`src/hw/rtl/mmad_pkg.sv`:
```
package mmad_pkg;

    localparam int SAMPLE_BITS  = 10;
    localparam int CHAN_BITS    = 3;
    localparam int THRESH_BITS  = 10;
    localparam int CHANNELS_DEF = 5;
    localparam int WINDOW_DEF   = 8;

    localparam logic [THRESH_BITS-1:0] THRESH_RESET = THRESH_BITS'(2);

    typedef enum logic
    {
        KIND_SAMPLE = 1'b0,
        KIND_PRIME  = 1'b1
    } kind_t;

    typedef enum logic [1:0]
    {
        ALU_ADD,
        ALU_SUB,
        ALU_MUL
    } alu_op_t;

    typedef struct packed
    {
        kind_t                  kind;
        logic [CHAN_BITS-1:0]   channel;
        logic [SAMPLE_BITS-1:0] sample;
        logic                   end_of_scan;
    } item_t;

    typedef struct packed
    {
        logic [CHAN_BITS-1:0]   out_channel;
        logic [SAMPLE_BITS-1:0] average;
        logic [SAMPLE_BITS-1:0] reported;
        logic                   changed;
    } result_t;

endpackage

```
`src/hw/rtl/mmad_ram.sv`:
```
module mmad_ram #(
    parameter int WIDTH = 16,
    parameter int DEPTH = 64
) (
    input  logic                     clk,
    input  logic                     we,
    input  logic [$clog2(DEPTH)-1:0] waddr,
    input  logic [WIDTH-1:0]         wdata,
    input  logic [$clog2(DEPTH)-1:0] raddr,
    output logic [WIDTH-1:0]         rdata
);

    logic [WIDTH-1:0] mem [DEPTH];

    always_ff @(posedge clk)
    begin
        if (we)
        begin
            mem[waddr] <= wdata;
        end
        rdata <= mem[raddr];
    end

endmodule

```
`src/hw/rtl/mmad_alu.sv`:
```
module mmad_alu #(
    parameter int WIDTH = 16
) (
    input  mmad_pkg::alu_op_t  op,
    input  logic [WIDTH-1:0]   a,
    input  logic [WIDTH-1:0]   b,
    output logic [2*WIDTH-1:0] res
);
    import mmad_pkg::*;

    logic [WIDTH-1:0] sum;
    logic [WIDTH-1:0] diff;

    assign sum  = a + b;
    assign diff = a - b;

    always_comb
    begin
        case (op)
            ALU_ADD: res = {{WIDTH{1'b0}}, sum};
            ALU_SUB: res = {{WIDTH{1'b0}}, diff};
            ALU_MUL: res = a * b;
            default: res = '0;
        endcase
    end

endmodule

```
`src/hw/rtl/multichannel_moving_average_deadband.sv`:
```
// Multichannel moving average with dead band.
// Input channel: sample_valid / sample_stall / sample_item. A transfer takes place
// when sample_valid is high and sample_stall is low. A prime item fills the
// channel's window with its sample; a sample item replaces the oldest window
// entry, and the reported value follows the window average only when the
// average lies strictly outside reported +/- the threshold.
// Result channel: result_valid / result_stall / result_item, one result per item.
// A sample item steps through S_SUB, S_ADD, S_RECIP, S_MULW, S_FIX, S_BAND,
// S_DECIDE and S_DONE. A prime item goes through S_PRIME, then S_FILL once per
// window entry, as the history RAM has a single write port, and then S_DONE.
// An item for a channel outside the configured range goes straight to S_DONE.
// The sample item steps share one add/subtract/multiply unit that a sequencer
// steps through the total update, the reciprocal divide and the dead band
// compare. sample_stall is high while an item is in work.
// The result sits in an output register; a new item is taken while it waits,
// and only the final step of the next item waits on result_stall.
// Reset clears the running totals, reported values and window position and sets
// the threshold (cfg_we / cfg_wdata) to 2. Window history is not cleared:
// prime every channel before sending it sample items.
module multichannel_moving_average_deadband #(
    parameter int CHANNELS = mmad_pkg::CHANNELS_DEF,
    parameter int WINDOW   = mmad_pkg::WINDOW_DEF
) (
    input  logic                             clk,
    input  logic                             rst_n,
    input  logic                             cfg_we,
    input  logic [mmad_pkg::THRESH_BITS-1:0] cfg_wdata,
    input  logic                             sample_valid,
    output logic                             sample_stall,
    input  mmad_pkg::item_t                  sample_item,
    output logic                             result_valid,
    input  logic                             result_stall,
    output mmad_pkg::result_t                result_item
);
    import mmad_pkg::*;

    localparam int POS_BITS    = $clog2(WINDOW);
    localparam int WPAD        = 2 ** POS_BITS;
    localparam int CH_IDX_BITS = (CHANNELS > 1) ? $clog2(CHANNELS) : 1;
    localparam int RAM_DEPTH   = CHANNELS * WPAD;
    localparam int ADDR_W      = $clog2(RAM_DEPTH);
    localparam int TOTAL_W     = SAMPLE_BITS + POS_BITS;
    localparam int ALU_W       = TOTAL_W + 1;
    localparam int RECIP       = (2 ** TOTAL_W) / WINDOW;
    localparam int CMP_W       = (ALU_W > THRESH_BITS) ? ALU_W : THRESH_BITS;

    localparam logic [4:0]          CH_LIMIT = 5'(CHANNELS);
    localparam logic [POS_BITS-1:0] POS_LAST = POS_BITS'(WINDOW - 1);

    typedef enum logic [3:0]
    {
        S_IDLE,
        S_SUB,
        S_ADD,
        S_RECIP,
        S_MULW,
        S_FIX,
        S_BAND,
        S_DECIDE,
        S_PRIME,
        S_FILL,
        S_DONE
    } state_t;

    state_t                   state_reg, state_next;
    logic [POS_BITS-1:0]      pos_reg, pos_next;
    logic [POS_BITS-1:0]      fill_reg, fill_next;
    logic [THRESH_BITS-1:0]   thr_reg, thr_next;
    logic [TOTAL_W-1:0]       total_reg [CHANNELS];
    logic [TOTAL_W-1:0]       total_next [CHANNELS];
    logic [SAMPLE_BITS-1:0]   held_reg [CHANNELS];
    logic [SAMPLE_BITS-1:0]   held_next [CHANNELS];
    logic                     out_valid_reg, out_valid_next;
    result_t                  out_reg, out_next;

    item_t                    item_reg, item_next;
    logic                     in_range_reg, in_range_next;
    logic [ALU_W-1:0]         acc_reg, acc_next;
    logic [2*ALU_W-1:0]       prod_reg, prod_next;
    logic [SAMPLE_BITS-1:0]   avg_reg, avg_next;
    logic                     chg_reg, chg_next;

    logic                     accept;
    logic [CH_IDX_BITS-1:0]   ch_idx;
    logic [SAMPLE_BITS-1:0]   q_est;
    logic [ALU_W-1:0]         abs_diff;

    alu_op_t                  alu_op;
    logic [ALU_W-1:0]         alu_a;
    logic [ALU_W-1:0]         alu_b;
    logic [2*ALU_W-1:0]       alu_res;

    logic                     ram_we;
    logic [ADDR_W-1:0]        ram_waddr;
    logic [SAMPLE_BITS-1:0]   ram_wdata;
    logic [ADDR_W-1:0]        ram_raddr;
    logic [SAMPLE_BITS-1:0]   ram_rdata;

    mmad_alu #(
        .WIDTH (ALU_W)
    ) u_alu (
        .op  (alu_op),
        .a   (alu_a),
        .b   (alu_b),
        .res (alu_res)
    );

    mmad_ram #(
        .WIDTH (SAMPLE_BITS),
        .DEPTH (RAM_DEPTH)
    ) u_history (
        .clk   (clk),
        .we    (ram_we),
        .waddr (ram_waddr),
        .wdata (ram_wdata),
        .raddr (ram_raddr),
        .rdata (ram_rdata)
    );

    assign sample_stall = (state_reg != S_IDLE);
    assign accept       = sample_valid && !sample_stall;
    assign result_valid = out_valid_reg;
    assign result_item  = out_reg;

    assign ch_idx   = CH_IDX_BITS'(item_reg.channel);
    assign q_est    = prod_reg[TOTAL_W +: SAMPLE_BITS];
    assign abs_diff = acc_reg[ALU_W-1] ? (-acc_reg) : acc_reg;

    // The oldest entry is read at the transfer edge so that it is ready in the
    // first step of the item.
    assign ram_raddr = ADDR_W'({CH_IDX_BITS'(sample_item.channel), pos_reg});
    assign ram_wdata = item_reg.sample;

    always_comb
    begin
        state_next     = state_reg;
        pos_next       = pos_reg;
        fill_next      = fill_reg;
        thr_next       = cfg_we ? cfg_wdata : thr_reg;
        total_next     = total_reg;
        held_next      = held_reg;
        out_valid_next = out_valid_reg;
        out_next       = out_reg;
        item_next      = item_reg;
        in_range_next  = in_range_reg;
        acc_next       = acc_reg;
        prod_next      = prod_reg;
        avg_next       = avg_reg;
        chg_next       = chg_reg;
        alu_op         = ALU_ADD;
        alu_a          = '0;
        alu_b          = '0;
        ram_we         = 1'b0;
        ram_waddr      = ADDR_W'({ch_idx, pos_reg});

        if (out_valid_reg && !result_stall)
        begin
            out_valid_next = 1'b0;
        end

        unique case (state_reg)
            S_IDLE:
            begin
                if (accept)
                begin
                    item_next     = sample_item;
                    in_range_next = ({2'b00, sample_item.channel} < CH_LIMIT);
                    if (!({2'b00, sample_item.channel} < CH_LIMIT))
                    begin
                        state_next = S_DONE;
                    end
                    else if (sample_item.kind == KIND_PRIME)
                    begin
                        state_next = S_PRIME;
                    end
                    else
                    begin
                        state_next = S_SUB;
                    end
                end
            end
            S_SUB:
            begin
                alu_op     = ALU_SUB;
                alu_a      = ALU_W'(total_reg[ch_idx]);
                alu_b      = ALU_W'(ram_rdata);
                acc_next   = alu_res[ALU_W-1:0];
                ram_we     = 1'b1;
                state_next = S_ADD;
            end
            S_ADD:
            begin
                alu_op             = ALU_ADD;
                alu_a              = acc_reg;
                alu_b              = ALU_W'(item_reg.sample);
                acc_next           = {1'b0, alu_res[TOTAL_W-1:0]};
                total_next[ch_idx] = alu_res[TOTAL_W-1:0];
                state_next         = S_RECIP;
            end
            S_RECIP:
            begin
                // The scaled reciprocal gives the quotient or one less.
                alu_op     = ALU_MUL;
                alu_a      = acc_reg;
                alu_b      = ALU_W'(RECIP);
                prod_next  = alu_res;
                state_next = S_MULW;
            end
            S_MULW:
            begin
                alu_op     = ALU_MUL;
                alu_a      = ALU_W'(q_est);
                alu_b      = ALU_W'(WINDOW);
                prod_next  = alu_res;
                avg_next   = q_est;
                state_next = S_FIX;
            end
            S_FIX:
            begin
                alu_op = ALU_SUB;
                alu_a  = acc_reg;
                alu_b  = prod_reg[ALU_W-1:0];
                if (alu_res[ALU_W-1:0] >= ALU_W'(WINDOW))
                begin
                    avg_next = avg_reg + SAMPLE_BITS'(1);
                end
                state_next = S_BAND;
            end
            S_BAND:
            begin
                alu_op     = ALU_SUB;
                alu_a      = ALU_W'(avg_reg);
                alu_b      = ALU_W'(held_reg[ch_idx]);
                acc_next   = alu_res[ALU_W-1:0];
                chg_next   = 1'b0;
                state_next = S_DECIDE;
            end
            S_DECIDE:
            begin
                if (CMP_W'(abs_diff) > CMP_W'(thr_reg))
                begin
                    held_next[ch_idx] = avg_reg;
                    chg_next          = 1'b1;
                end
                state_next = S_DONE;
            end
            S_PRIME:
            begin
                alu_op             = ALU_MUL;
                alu_a              = ALU_W'(item_reg.sample);
                alu_b              = ALU_W'(WINDOW);
                total_next[ch_idx] = alu_res[TOTAL_W-1:0];
                held_next[ch_idx]  = item_reg.sample;
                avg_next           = item_reg.sample;
                chg_next           = 1'b1;
                fill_next          = '0;
                state_next         = S_FILL;
            end
            S_FILL:
            begin
                ram_we    = 1'b1;
                ram_waddr = ADDR_W'({ch_idx, fill_reg});
                if (fill_reg == POS_LAST)
                begin
                    state_next = S_DONE;
                end
                else
                begin
                    fill_next = fill_reg + POS_BITS'(1);
                end
            end
            S_DONE:
            begin
                if (!out_valid_reg || !result_stall)
                begin
                    out_valid_next       = 1'b1;
                    out_next.out_channel = item_reg.channel;
                    if (in_range_reg)
                    begin
                        out_next.average  = avg_reg;
                        out_next.reported = held_reg[ch_idx];
                        out_next.changed  = chg_reg;
                    end
                    else
                    begin
                        out_next.average  = '0;
                        out_next.reported = '0;
                        out_next.changed  = 1'b0;
                    end
                    if (item_reg.end_of_scan)
                    begin
                        pos_next = (pos_reg == POS_LAST) ? '0 : pos_reg + POS_BITS'(1);
                    end
                    state_next = S_IDLE;
                end
            end
            default:
            begin
                state_next = S_IDLE;
            end
        endcase
    end

    always_ff @(posedge clk or negedge rst_n)
    begin
        if (!rst_n)
        begin
            state_reg     <= S_IDLE;
            pos_reg       <= '0;
            fill_reg      <= '0;
            thr_reg       <= THRESH_RESET;
            out_valid_reg <= 1'b0;
            out_reg       <= '0;
            for (int i = 0; i < CHANNELS; i++)
            begin
                total_reg[i] <= '0;
                held_reg[i]  <= '0;
            end
        end
        else
        begin
            state_reg     <= state_next;
            pos_reg       <= pos_next;
            fill_reg      <= fill_next;
            thr_reg       <= thr_next;
            out_valid_reg <= out_valid_next;
            out_reg       <= out_next;
            total_reg     <= total_next;
            held_reg      <= held_next;
        end
    end

    always_ff @(posedge clk)
    begin
        item_reg     <= item_next;
        in_range_reg <= in_range_next;
        acc_reg      <= acc_next;
        prod_reg     <= prod_next;
        avg_reg      <= avg_next;
        chg_reg      <= chg_next;
    end

endmodule

```
`config.mk`:
```
export PLATFORM = sky130hd
export DESIGN_NAME = multichannel_moving_average_deadband
export DESIGN_NICKNAME = d
export VERILOG_FILES = /design/src/hw/rtl/mmad_pkg.sv /design/src/hw/rtl/mmad_ram.sv /design/src/hw/rtl/mmad_alu.sv /design/src/hw/rtl/multichannel_moving_average_deadband.sv
export SDC_FILE = /design/constraint.sdc
export NUM_CORES = 1
export LEC_CHECK = 0
export BUFFER_PORTS_ARGS = -buffer_cell sky130_fd_sc_hd__buf_2
export CELL_PAD_IN_SITES_DETAIL_PLACEMENT = 0
export CELL_PAD_IN_SITES_GLOBAL_PLACEMENT = 1
export CORE_ASPECT_RATIO = 0.6
export CORE_UTILIZATION = 57
export DETAILED_ROUTE_END_ITERATION = 10
export PLACE_DENSITY = 0.87
export SYNTH_ARGS = -nofsm -noshare
export SYNTH_HDL_FRONTEND = slang
export SYNTH_HIERARCHICAL = 1
export SYNTH_SLANG_ARGS = --single-unit
```
`constraint.sdc`:
```
create_clock -name clk -period 21.3 [get_ports clk]
set_input_delay 2.13 -clock clk [delete_from_list [all_inputs] [get_ports clk]]
set_output_delay 2.13 -clock clk [all_outputs]
set_load 0.01 [all_outputs]
```
# Word-level counts from Yosys, hierarchy flattened
# Memories as Yosys holds them, arrays and structs flattened. A register that Yosys moved wholly into a read port is not among the register bits.
# Cells that the tools add are included.
# classes
n_addsub	6
mul	1
n_lt_le_gt_ge	5
n_eq_ne	20
n_mux	42
n_bitwise	1
n_reduce_logical	31
# op_table
operator	n
$bwmux 50	2
$pmux 50 s2	1
$pmux 14 s6	1
$pmux 14 s5	1
$pmux 23 s3	1
$bwmux 65	1
$mux 50	1
$pmux 4 s11	1
$mux 10	4
$bmux 13 s3	1
$demux 13 s3	1
$mux 13	3
$bmux 10 s3	1
$demux 10 s3	1
$pmux 10 s3	1
$pmux 14 s2	1
$mul 14x14->23	1
$mux 21	1
$mux 4	5
$eq 4x3->1 const B	4
$add 14x14->14	1
$ge 14x4->1 const B	1
$gt 14x10->1	1
$mux 14	1
other kinds (32)	69
# totals
regBits	223
ram_bits	400
inputBits	30
n_memories	1
# mem_list
name	words	width	read_ports	rd_clocked_by_memory_dff	wr	line	source
u_history.mem	40	10	1	1	1	mmad_ram.sv:13	logic [WIDTH-1:0] mem [DEPTH];

# Depth between registers and ports, before layout
# depth
ltp_word	10
depth_mapped	33

# Hierarchy
# The synthesis kept the hierarchy.
# modules_own_cells
mod	n_inst	cells_each	area_per_inst_um2	seq_area_each_um2
mmad_ram	1	849	16156.7	12211.7
multichannel_moving_average_deadband	1	1126	11753.8	5896.9
mmad_alu	1	941	7711.1	0.0

# Worst setup path after synthesis
# OpenSTA, ideal clock, no wires.
# synth_path
kind	reg2reg
start	register item_reg (netlist bit ch_idx[0])
end	register avg_reg[0] (enable)
t_arrival_ps	7832
required_ps	20924
slack_ps	13092
stages_incl_launch_ff	31
path_buffers	3
cell_sequence	edfxtp_1 > buf_1 > mux4_2 > a22oi_1 > o221ai_1 > clkbuf_1 > clkbuf_1 > and2_1 > fa_1 > inv_1 > fa_1 > inv_1 > fa_1 > inv_1 > fa_1 > inv_1 > fa_1 > inv_1 > fa_1 > inv_1 > ha_1 > a21oi_1 > nand2_1 > o21ai_1 > o21ai_0 > xnor2_1 > o22ai_1 > nor4_1 > nand3_1 > a21oi_1 > nor2_1
# synth_via
elab_chain_cells	10
word_cells_on_any_way	16
cone_classes	2 x add/sub; 1 x mul; 1 x order compare; 1 x eq/ne; 9 x mux; 1 x bitwise; 1 x reduce/logical
# synth_rtl
element	line	source
start, declared	multichannel_moving_average_deadband.sv:76	item_t item_reg, item_next;
start signal, assigned	multichannel_moving_average_deadband.sv:335	item_reg <= item_next;
$not 3->4 (not written as such) (*)	multichannel_moving_average_deadband.sv:233	alu_b = ALU_W'(held_reg[ch_idx]);
$bmux 10 s3 (*)	multichannel_moving_average_deadband.sv:233	
$mux 10 (not written as such) (*) (2 in a row)	multichannel_moving_average_deadband.sv:233	
$pmux 14 s6 (*)	multichannel_moving_average_deadband.sv:161	unique case (state_reg)
named net alu_b[3]	multichannel_moving_average_deadband.sv:90	logic [ALU_W-1:0] alu_b;
$mul 14x14->23, or another cell as far along	mmad_alu.sv:22	ALU_MUL: res = a * b;
$pmux 23 s3 (*)	mmad_alu.sv:19	case (op)
named net alu_res[12]	multichannel_moving_average_deadband.sv:91	logic [2*ALU_W-1:0] alu_res;
$ge 14x4->1 (*)	multichannel_moving_average_deadband.sv:223	if (alu_res[ALU_W-1:0] >= ALU_W'(WINDOW))
$ne 2x2->1 (no line) (*)	--	
$reduce_and 2->1 (no line) (*)	--	
end signal, assigned	multichannel_moving_average_deadband.sv:339	avg_reg <= avg_next;
end, declared	multichannel_moving_average_deadband.sv:80	logic [SAMPLE_BITS-1:0] avg_reg, avg_next;
# The timed path passes the listed nets; every way through them passes the cells marked *. The select of a mux whose other input is x is not followed.
# A chain may end at the register's enable or synchronous reset.

# Worst setup path in the final report
# layout_path
start	register item_reg (netlist bit ch_idx[2])
end	register avg_reg[8] (enable)
# layout_via
elab_chain_cells	10
word_cells_on_any_way	16
cone_classes	2 x add/sub; 1 x mul; 1 x order compare; 1 x eq/ne; 9 x mux; 1 x bitwise; 1 x reduce/logical
# layout_rtl
element	line	source
$not 3->4 (not written as such) (*)	multichannel_moving_average_deadband.sv:185	alu_a = ALU_W'(total_reg[ch_idx]);
$bmux 13 s3 (*)	multichannel_moving_average_deadband.sv:185	
$mux 13 (not written as such) (*) (2 in a row)	multichannel_moving_average_deadband.sv:185	
$pmux 14 s5 (*)	multichannel_moving_average_deadband.sv:161	
named net alu_a[7]	multichannel_moving_average_deadband.sv:89	logic [ALU_W-1:0] alu_a;
$mul 14x14->23, or another cell as far along	mmad_alu.sv:22	
$pmux 23 s3 (*)	mmad_alu.sv:19	
named net alu_res[12]	multichannel_moving_average_deadband.sv:91	
$ge 14x4->1 (*)	multichannel_moving_average_deadband.sv:223	
$ne 2x2->1 (no line) (*)	--	
$reduce_and 2->1 (no line) (*)	--	
# Marks and branches as above.

==> results.tsv <==
metric	value	unit
drtAntennaViolNets	0	
crit_family	adder cells	
setup_tns	0	ns
die-area	62200	um^2
drt-vias-per-instance	6.43	
die_x	321	um
gr-usage-all-layers	31.7	%
cts_root_buffer	clkbuf_16	
die_y	194	um
synth_area_per_cell	12.3	um^2
r2r_end	avg_reg[8]$_DFFE_PP_	
syn_area	34800	um^2
io_pins	56	
antenna_found_initial	3	
grt_max_degree	94	
r2r_start	ch_idx[2]$_DFFE_PP_	
syn_to_final_growth	7.95	%
dpl_cell_area	35900	um^2
hold_path_end	result_item[0]$_DFFE_PN0P_	
drcViolationCount	0	
numPortBuffers	55	
p_per_area	160	nW/um^2
required	21.52	ns
startpoint	ch_idx[2]$_DFFE_PP_	
drive_gt1_share	12.3	%
largest_reg_flops	400	
critPathKind	flop to flop	
max_freq	102	MHz
ys_warn_count	6	
hold_start	result_item[0]$_DFFE_PN0P_	
skew	0.0218	ns
stdcell_area	37600	um^2
cts_hold_buf	0	
cts_tree	done	
cts_setup_buffers	0	
syn_nets	3092	
crit_path_end_kind	flop	
gp_congestion	0.987	
peakVddDrop	0.213	mV
drt-initial-drc-count	3235	
initial_core_util	58.2	%
std_cell_rows	69	
max_stage_delay	0.72	ns
regToRegSetupSlack	11.49	ns
maxCapViolCount	0	
clk_path_buf_depth	3	
firstDrtPassIters	8	
cts.htree.levels	2	
cp_max_fo	21	
grt_first_pass_wirelength	148	mm
coreArea	59800	um^2
clock_sinks	633	
wire_per_inst	26.2	um
layout.nets	3109	
cp_num_buf_inv	9	
slowest_stage	nor2_1	
finalCritPeriodShare	46.1	%
worst_slew_pin_slew	1.43	ns
post_cts_resized	0	
min_path_cells	2	
r2r_cells	32	
grt_pass1_vias	23411	
vias	23767	
grt_overflow	0	
cellLeakagePower	0.0146	uW
cts_buffers	53	
hold_viol_final	0	
dpl.hpwl	67.3	mm
synth_cells	2823	
clkSlewWorstSetupHoldPaths	0.07	ns
routed_wl	96.9	mm
status	finished, final reports clean	
slew_headroom	3.88	%
setup_viol	0	
insertion_delay	0.60	ns
cp-start-kind	flop	
drv_slew	0	
period_minus_slack	9.81	ns
arrival	10.03	ns
hp-class	flop to flop	
rsz0062_at_grt	false	
fill_cells	4488	
## layer usage
layer / vias up / part of all wire [%] / GRT usage, %
met4: 2 / 1.8 / 6.49
met1: 12013 / 45 / 51.7
met2: 1423 / 39 / 40.5
met5: - / 0.013 / 0
li1: 10189 / - / -
met3: 140 / 14 / 10.2
## how the worst max path moves through the flow
stage / cells past startpoint / slack [ns] / endpoint
CTS: 29 / 11.68 / avg_reg[4]$_DFFE_PP_
detailed placement: 29 / 11.72 / avg_reg[9]$_DFFE_PP_
global route: 29 / 10.96 / avg_reg[1]$_DFFE_PP_
floorplan: 30 / 13.12 / avg_reg[0]$_DFFE_PP_
finish: 32 / 11.49 / avg_reg[8]$_DFFE_PP_
global placement: 32 / 11.94 / avg_reg[4]$_DFFE_PP_
## report_power, final
part	switching, uW	leakage [uW]	internal, uW
Clock	446	0.000817	522
Combinational	2040	0.00760	1170
Sequential	218	0.00618	1620
## layout by cell type (no fill, tap or decap), types with 12 or more instances in the layout
cell and instances:
nand3_1 96, clkinv_1 17, clkbuf_16 54, xnor2_1 31
ha_1 102, nor3_1 12, o211ai_1 15, a221oi_2 19
and2_1 97, o21ai_1 19, a221oi_1 16, nand2b_1 26
mux2_2 74, edfxtp_1 463, buf_4 68, nor2_1 141
mux4_2 33, o22ai_1 21, inv_1 190, a22oi_1 58
o21ai_0 128, dfrtp_1 158, a22o_1 20, fa_1 137
a21oi_1 57, buf_2 54, xor2_1 25, mux2i_1 225
nand2_1 259, a222oi_1 13, nor2b_1 64
## worst reg2reg max path: cells and delay by family (launching register included)
family | cells | cell delay [ns]
adder cells (fa/ha/maj) | 7 | 3.43
buffers and inverters | 9 | 1.28
AND/OR/NAND/NOR | 7 | 1.56
XOR/XNOR | 1 | 0.17
flip-flops | 1 | 0.56
AO/OA/AOI/OAI | 8 | 2.42
## final cells by class
cell class              instances  area [um^2]  share of cell area [%]
flip-flops and latches        633        18100                    48.2
multi-input cells            1838        15300                    40.6
clock buffers                  58         1370                    3.63
well taps                     816         1020                    2.71
repair buffers                123          792                    2.11
inverters                     191          717                    1.91
clock inverters                37          314                   0.835
diodes                          1         2.50                 0.00665
## metrics by stage
| stage | instances | worst slack (ns) | total power [uW] | util (%) | hold slack (ns) |
|---|---|---|---|---|---|
| floorplan | 2823 | 13.12 | 3920 | - | 0.459 |
| global placement | 3601 | 11.94 | 4860 | 60.1 | 0.457 |
| detailed placement | 3601 | 11.72 | 4940 | 60.1 | 0.468 |
| CTS | 3696 | 11.68 | 5930 | 62.9 | 0.496 |
| global route | 3697 | 10.96 | 6340 | 62.9 | 0.518 |
| finish | 3697 | 11.49 | 6010 | 62.9 | 0.491 |
No activity file was read; power rests on OpenSTA's default activity.
